**src/sv/bct_pkg.sv**
```systemverilog
// Shared types and codes of the buffer cache tag table.
package bct_pkg;

  localparam int BCT_NUM_SLOTS = 32;
  localparam int BCT_IDX_W     = 8;
  localparam int BCT_SLOT_W    = 5;
  localparam int BCT_REFS_W    = 8;
  localparam logic [BCT_REFS_W-1:0] BCT_REFS_MAX = '1;

  typedef enum logic [1:0] {
    OP_GET     = 2'd0,
    OP_RELEASE = 2'd1,
    OP_PIN     = 2'd2,
    OP_UNPIN   = 2'd3
  } bct_op_t;

  typedef enum logic [1:0] {
    ST_OK     = 2'd0,
    ST_NOFREE = 2'd1,
    ST_UNDER  = 2'd2
  } bct_status_t;

  typedef enum logic [1:0] {
    CMT_HIT   = 2'd0,
    CMT_CLAIM = 2'd1,
    CMT_INC   = 2'd2,
    CMT_DEC   = 2'd3
  } bct_cmt_kind_t;

  typedef struct packed {
    logic                  vld;
    bct_op_t               op;
    logic [7:0]            dev;
    logic [31:0]           blk;
    logic [BCT_SLOT_W-1:0] bslot;
    logic                  hit;
    logic [BCT_IDX_W-1:0]  hit_idx;
    logic                  hit_valid;
    logic                  free;
    logic [BCT_IDX_W-1:0]  free_idx;
    logic                  tgt_zero;
  } bct_tok_t;

  typedef struct packed {
    logic                 vld;
    bct_cmt_kind_t        kind;
    logic [BCT_IDX_W-1:0] idx;
    logic [7:0]           dev;
    logic [31:0]          blk;
  } bct_cmt_t;

endpackage

```
**src/sv/bct_cell.sv**
```systemverilog
// One slot of the tag table: holds its tag and count, and passes the request token on.
module bct_cell #(
  parameter int CELL_IDX = 0
) (
  input  logic            clk,
  input  logic            rst_n,
  input  bct_pkg::bct_tok_t tok_i,
  output bct_pkg::bct_tok_t tok_o,
  input  bct_pkg::bct_cmt_t cmt_i
);
  import bct_pkg::*;

  localparam logic [BCT_IDX_W-1:0] MY_IDX = BCT_IDX_W'(CELL_IDX);

  logic [7:0]            dev_r, dev_nxt;
  logic [31:0]           blk_r, blk_nxt;
  logic [BCT_REFS_W-1:0] refs_r, refs_nxt;
  logic                  valid_r, valid_nxt;
  logic                  assigned_r, assigned_nxt;
  bct_tok_t              tok_r, tok_nxt;
  logic                  mine;
  logic [BCT_REFS_W-1:0] refs_inc;

  assign mine     = cmt_i.vld && (cmt_i.idx == MY_IDX);
  assign refs_inc = (refs_r == BCT_REFS_MAX) ? refs_r : refs_r + 1'b1;

  always_comb begin
    dev_nxt      = dev_r;
    blk_nxt      = blk_r;
    refs_nxt     = refs_r;
    valid_nxt    = valid_r;
    assigned_nxt = assigned_r;
    if (mine) begin
      unique case (cmt_i.kind)
        CMT_HIT: begin
          refs_nxt  = refs_inc;
          valid_nxt = 1'b1;
        end
        CMT_CLAIM: begin
          dev_nxt      = cmt_i.dev;
          blk_nxt      = cmt_i.blk;
          refs_nxt     = BCT_REFS_W'(1);
          valid_nxt    = 1'b1;
          assigned_nxt = 1'b1;
        end
        CMT_INC: refs_nxt = refs_inc;
        CMT_DEC: refs_nxt = refs_r - 1'b1;
        default: refs_nxt = refs_r;
      endcase
    end
  end

  always_comb begin
    tok_nxt = tok_i;
    if (tok_i.vld) begin
      if (!tok_i.hit && assigned_r && (dev_r == tok_i.dev) && (blk_r == tok_i.blk)) begin
        tok_nxt.hit       = 1'b1;
        tok_nxt.hit_idx   = MY_IDX;
        tok_nxt.hit_valid = valid_r;
      end
      if (!tok_i.free && (refs_r == '0)) begin
        tok_nxt.free     = 1'b1;
        tok_nxt.free_idx = MY_IDX;
      end
      if (BCT_IDX_W'(tok_i.bslot) == MY_IDX) begin
        tok_nxt.tgt_zero = (refs_r == '0);
      end
    end
  end

  always_ff @(posedge clk) begin
    if (!rst_n) begin
      refs_r     <= '0;
      valid_r    <= 1'b0;
      assigned_r <= 1'b0;
      tok_r      <= '0;
    end else begin
      refs_r     <= refs_nxt;
      valid_r    <= valid_nxt;
      assigned_r <= assigned_nxt;
      tok_r      <= tok_nxt;
    end
  end

  always_ff @(posedge clk) begin
    dev_r <= dev_nxt;
    blk_r <= blk_nxt;
  end

  assign tok_o = tok_r;

endmodule

```
**config.mk**
```make
export PLATFORM = sky130hd
export DESIGN_NAME = bct_cell
export DESIGN_NICKNAME = d
export VERILOG_FILES = /design/src/sv/bct_pkg.sv /design/src/sv/bct_cell.sv
export SDC_FILE = /design/constraint.sdc
export NUM_CORES = 1
export LEC_CHECK = 0
export BUFFER_PORTS_ARGS = -buffer_cell sky130_fd_sc_hd__buf_4
export CORE_MARGIN = 8
export CORE_UTILIZATION = 52
export CTS_BUF_LIST = sky130_fd_sc_hd__clkbuf_2
export CTS_CLUSTER_DIAMETER = 80
export CTS_CLUSTER_SIZE = 12
export DETAILED_ROUTE_END_ITERATION = 8
export GPL_TIMING_DRIVEN = 0
export PLACE_DENSITY = 0.87
export SLEW_MARGIN = 10
export SYNTH_ARGS = -nofsm -noshare
export SYNTH_HDL_FRONTEND = slang
export SYNTH_SLANG_ARGS = --single-unit
```
**constraint.sdc**
```tcl
create_clock -name clk -period 6.75 [get_ports clk]
set_input_delay 2.025 -clock clk [delete_from_list [all_inputs] [get_ports clk]]
set_output_delay 2.025 -clock clk [all_outputs]
set_load 0.01 [all_outputs]
```
== Word level (Yosys, flattened, before mapping) ==
Cells that the tools add are included.

* Bits of input ports: 121
* Logic and storage cells: 47
* Register bits after elaboration: 118
* Output and inout bits: 68

* Reductions and logical operators: 16
* Eq/ne operators: 7
* Mux-type cells: 6
* Add/sub/neg operators: 2

{| class="wikitable"
|+ Operator list
! kind !! count
|-
| $eq A32 B32 Y1 || 1
|-
| $pmux W8 S3 || 1
|-
| $mux W20 || 1
|-
| $logic_not A8 Y1 || 2
|-
| $mux W10 || 1
|-
| $mux W9 || 1
|-
| $add A8 B1 Y8 const B || 1
|-
| $eq A8 B8 Y1 || 1
|-
| $eq A8 B8 Y1 const B || 1
|-
| $mux W8 || 1
|-
| $sub A8 B1 Y8 const B || 1
|-
| $reduce_and A2 Y1 || 3
|-
| $logic_and A1 B1 Y1 || 5
|-
| $logic_not A5 Y1 || 1
|-
| $eq A2 B2 Y1 const B || 2
|-
| $reduce_or A2 Y1 || 2
|-
| $eq A2 B1 Y1 const B || 1
|-
| $logic_not A1 Y1 || 2
|-
| $logic_not A2 Y1 || 1
|-
| $ne A2 B2 Y1 const B || 1
|-
| $mux W1 || 1
|}

== Logic depth before layout (Yosys ltp) ==
* Depth after elaboration: 6
* Mapped depth: 10
* Gate-level depth less buffers: 9

== Worst setup path after synthesis ==
No wires, ideal clock.

* Path kind: input -> register
* Start point: input port cmt_i[42] (netlist bit)
* End point: register blk_r[0], enable pin
* Setup slack: 2.096 ns
* Stages on the path: 3
* Data arrival time: 4.215 ns
* Data required time: 6.311 ns
* Setup time: 0.439 ns
* Buffers on the path: 0
* Cells stage by stage: nor4_1 -> nand4b_1 -> nor2_1

* Word-level cells in the longest chain between the ends: 3

{| class="wikitable"
|+ RTL lines
! item !! RTL line !! RTL
|-
| start, declared || bct_cell.sv:9 || <nowiki>input bct_pkg::bct_cmt_t cmt_i</nowiki>
|-
| $logic_not A8 Y1 || bct_cell.sv:24 || <nowiki>assign mine = cmt_i.vld && (cmt_i.idx == MY_IDX);</nowiki>
|-
| $logic_and A1 B1 Y1 || bct_cell.sv:24 ||
|-
| $reduce_and A2 Y1 (no source line) || n/a ||
|-
| end signal, assigned || bct_cell.sv:87 || <nowiki>blk_r <= blk_nxt;</nowiki>
|-
| end, declared || bct_cell.sv:16 || <nowiki>logic [31:0] blk_r, blk_nxt;</nowiki>
|}

No other way between the ends.
A chain may end at the register's enable or synchronous reset.

== Worst setup path after layout ==
* Start point: input port cmt_i[49] (netlist bit)
* End point: register refs_r[4]

* Word-level cells in the longest chain between the ends: 4
* Elaborated cells between the ends (all ways): 8

{| class="wikitable"
|+ RTL lines
! item !! RTL line !! RTL
|-
| $eq A2 B2 Y1 or $logic_not A2 Y1 (tied branches) || bct_cell.sv:34 || <nowiki>unique case (cmt_i.kind)</nowiki>
|-
| $reduce_or A2 Y1 (no source line) || n/a ||
|-
| $ne A2 B2 Y1 (no source line) || n/a ||
|-
| $reduce_and A2 Y1 (no source line) || n/a ||
|-
| end signal, assigned || bct_cell.sv:78 || <nowiki>refs_r <= refs_nxt;</nowiki>
|-
| end, declared || bct_cell.sv:17 || <nowiki>logic [BCT_REFS_W-1:0] refs_r, refs_nxt;</nowiki>
|}

Parallel ways exist; a longest one is shown, timed or not.

==> run_results.csv <==
group,metric,value,unit
status,outcome,"completed",
logic_synthesis,synth_top_cell_by_area,"dfxtp_1",
global_route,antenna_found_initial,0,
routing,vias_per_cell,4.99,
global_route,met2_usage,37.0,%
logic_synthesis,synth-simple-area-share,17.2,%
worst_setup_path,rrSetupSlack,4.38,ns
die,die_y,107,um
power,ir_drop,0.146,mV
clock_network,cts_setup_buffers,0,
global_route,grt_util_met3,10.0,%
worst_setup_path,reg2reg_depth,8,
sta,worstMarginPinSlew,0.664,ns
placed_design,gp_congestion,0.877,
logic_synthesis,muxShareOfSynthArea,1.42,%
job,drv_cap,0,
placed_design,port_buffers,188,
sta,finalSetupViolations,0,
logic_synthesis,synth-edff-count,40,
power,seq_power_share,52.0,%
placed_design,placed_area,5880,um^2
sta,rsz0062_at_grt,"false",
routing,drc,0,
layout,nets,679,
routing,first_pass_iters,6,
clock_network,clk_pin_slew_worst_paths,0.15,ns
worst_setup_path,cp_slowest_stage_delay,0.41,ns
routing,drt-total-wl,11.7,mm
die,core.rowCount,33,
logic_synthesis,ys_top_cells_by_area,"dfxtp_1, edfxtp_1, and2_1, xor2_1, nor2_1",
worst_setup_path,critPathKind,"primary input to register",
die,core-area,8130,um^2
die,initial_core_util,52.9,%
layout,fillers,541,
sta,min_period,3.92,ns
global_route,grt-ovfl-total,0,
sta,worst_hold_slack,0.491,ns
clock_network,cts_tree,"done",
sta,fin_setup_tns,0,ns
logic_synthesis,synth_cell_types,43,
logic_synthesis,synth_nets,471,
sta,slew_headroom,55.6,%
logic_synthesis,synthAdderAreaFrac,1.13,%
global_route,grt_busiest_layer,"met2",
worst_setup_path,timing.rr.start,"refs_r[1]",
global_route,grtUsageMet1,20.8,%
logic_synthesis,avgSynthCellArea,12.4,um^2
layout,final_area,6190,um^2
sta,skew,0.0237,ns
worst_setup_path,crit_slowest_cell,"clkbuf_1",
sta,max_freq,0.255,GHz
power,power.internal,1.13,mW
layout,area_growth,43.6,%
power,power.leakage,2.76,nW
worst_setup_path,crit_fanout,10,
clock_network,cts_sinks,118,
sta,drv_slew,0,
routing,num_vias,3356,
clock_network,clk-insertion-delay-late,0.65,ns
clock_network,root_buffer,"clkbuf_2",
worst_setup_path,crit_chain,"buf_4 -> nand2_2 -> clkbuf_1 -> xnor2_1 -> ha_1 -> o211a_1 -> o221a_2 -> nor2_1 -> mux2_2 -> a311oi_1",
sta,finalHoldViolations,0,
die,die_x,107,um
global_route,grt_pass1_wl,18.3,mm
global_route,grt_usage,20.9,%
logic_synthesis,synth_xor_area_share,8.54,%
logic_synthesis,synthArstFlopShare,0,%
worst_setup_path,reg2reg_to,"refs_r[4]",
routing,wl_per_cell,17.3,um
layout,fin_cells,673,
logic_synthesis,synth_compound_area_share,6.22,%
routing,ant_nets,0,
clock_network,cts_buffer_depth,2,
sta,period_share,58.0,%
global_route,grt_max_degree,26,
layout,n_antenna_cell,0,
power,comb_power_share,10.3,%
worst_setup_path,worstPathRequired,7.30,ns
power,power_switching,331,uW
routing,drt_iter0_drc,126,
logic_synthesis,synth.cell_area,4310,um^2
min_path,hold_class,"register to register",
clock_network,post_cts_resized,0,
worst_setup_path,critPathCaptureType,"register",
worst_setup_path,path_buf_inv,2,
worst_setup_path,cpLargestDelayFamily,"compound AO/OA/AOI/OAI gates",
power,power_frac_clock,37.7,%
logic_synthesis,ys_top_cells_by_count,"dfxtp_1, and2_1, xor2_1",
logic_synthesis,synth-seq-cells,118,
worst_setup_path,crit_end,"refs_r[4]",
global_route,grt_pass1_vias,3561,
layout,drive_above_1_share,40.5,%
logic_synthesis,yosysMostFrequentCell,"dfxtp_1",
placed_design,dp.cells,641,
worst_setup_path,crit_arrival,4.47,ns
logic_synthesis,seq_area_frac_synth,64.1,%
logic_synthesis,yosys_warnings,0,
logic_synthesis,synthCells,347,
placed_design,dp_hpwl,9.26,mm
clock_network,cts_made_buffers,17,
die,ioPinCount,189,
logic_synthesis,synthFlopType,"dfxtp_1",
worst_setup_path,worstSetupStartpoint,"cmt_i[49]",
worst_setup_path,path_depth,10,
clock_network,cts-htree-levels,4,
logic_synthesis,synth_top_area_share,36.3,%
die,fp.dieArea,11500,um^2
worst_setup_path,startpoint_type,"primary input",
clock_network,hold_buffers,0,
power,powerDensity,236,nW/um^2
logic_synthesis,synth_top_family_by_area,"simple AND/OR/NAND/NOR gates",
power,p_sw_share,22.6,%
layout make-up:
cell class	count	area [um^2]	area share, %
sequential	118	2760	44.7
multi-input combinational	215	1500	24.2
timing repair buffer	189	1440	23.3
clock inverter	12	201	3.26
tap	105	131	2.12
clock buffer	20	100	1.62
buffer	11	45.0	0.728
inverter	3	11.3	0.182
stage by stage:
stage	worst slack [ns]	total power [mW]	utilization (%)
CTS	2.87	1.48	76.0
detailed placement	2.18	0.929	72.3
global route	2.64	1.52	76.0
floorplan	2.10	0.824	-
finish	2.83	1.46	76.0
global placement	1.08	0.924	71.9
worst min path at each step:
stage | cells after the start | endpoint | start | slack, ns
floorplan | 2 | valid_r | valid_r | 0.44
global route | 2 | assigned_r | assigned_r | 0.52
detailed placement | 2 | assigned_r | assigned_r | 0.46
finish | 2 | assigned_r | assigned_r | 0.49
CTS | 2 | assigned_r | assigned_r | 0.49
global placement | 2 | valid_r | valid_r | 0.45
routing by layer:
| metal | wire (um) | vias up |
|---|---|---|
| met1 | 4180 | 1549 |
| met5 | 0 | - |
| met4 | 122 | 0 |
| met3 | 1420 | 15 |
| met2 | 5950 | 169 |
| li1 | - | 1623 |
flip-flops by register name (all words and copies together), names as in the netlist:
register,cells
valid_r,1
refs_r,8
assigned_r,1
blk_r,32
tok_o,68
dev_r,8
worst reg2reg max path: cells and delay by family (launching register included):
kind            cells  cell delay [ns]
mux                 1             0.38
xor+xnor            1             0.13
flops               1             0.34
buf+inv             1             0.16
simple gates        1             0.26
fa+ha+maj           1             0.25
compound gates      3             0.77
cell usage in the layout (no fill, tap or decap), types with 3 or more instances in the layout:
cell,n
a21oi_1,6
bufinv_16,5
nor2_1,21
nand3_1,4
clkbuf_1,10
buf_4,189
edfxtp_1,40
nand2_1,7
clkbuf_2,20
nor4_1,13
nand2b_1,3
o21ai_0,4
xor2_1,41
mux2i_1,5
ha_1,3
and2_1,67
clkinv_4,3
o31ai_1,3
dfxtp_1,78
nand4_1,4
nor3_1,4
power groups by stage:
| stage | Clock, mW | Combinational [mW] | Sequential (mW) |
|---|---|---|---|
| floorplan | 0 | 0.0357 | 0.788 |
| global placement | 0 | 0.148 | 0.776 |
| detailed placement | 0 | 0.152 | 0.777 |
| CTS | 0.561 | 0.153 | 0.762 |
| global route | 0.590 | 0.164 | 0.764 |
| finish | 0.551 | 0.151 | 0.761 |
logic make-up after synthesis:
kind of cell | Yosys count
AOI/OAI and AO/OA | 32
xor gates and xnor gates | 42
adders and majority gates | 4
buffers and inverters | 14
DFF | 118
muxes | 6
and+or+nand+nor | 131
No activity file was read; power rests on OpenSTA's default activity.
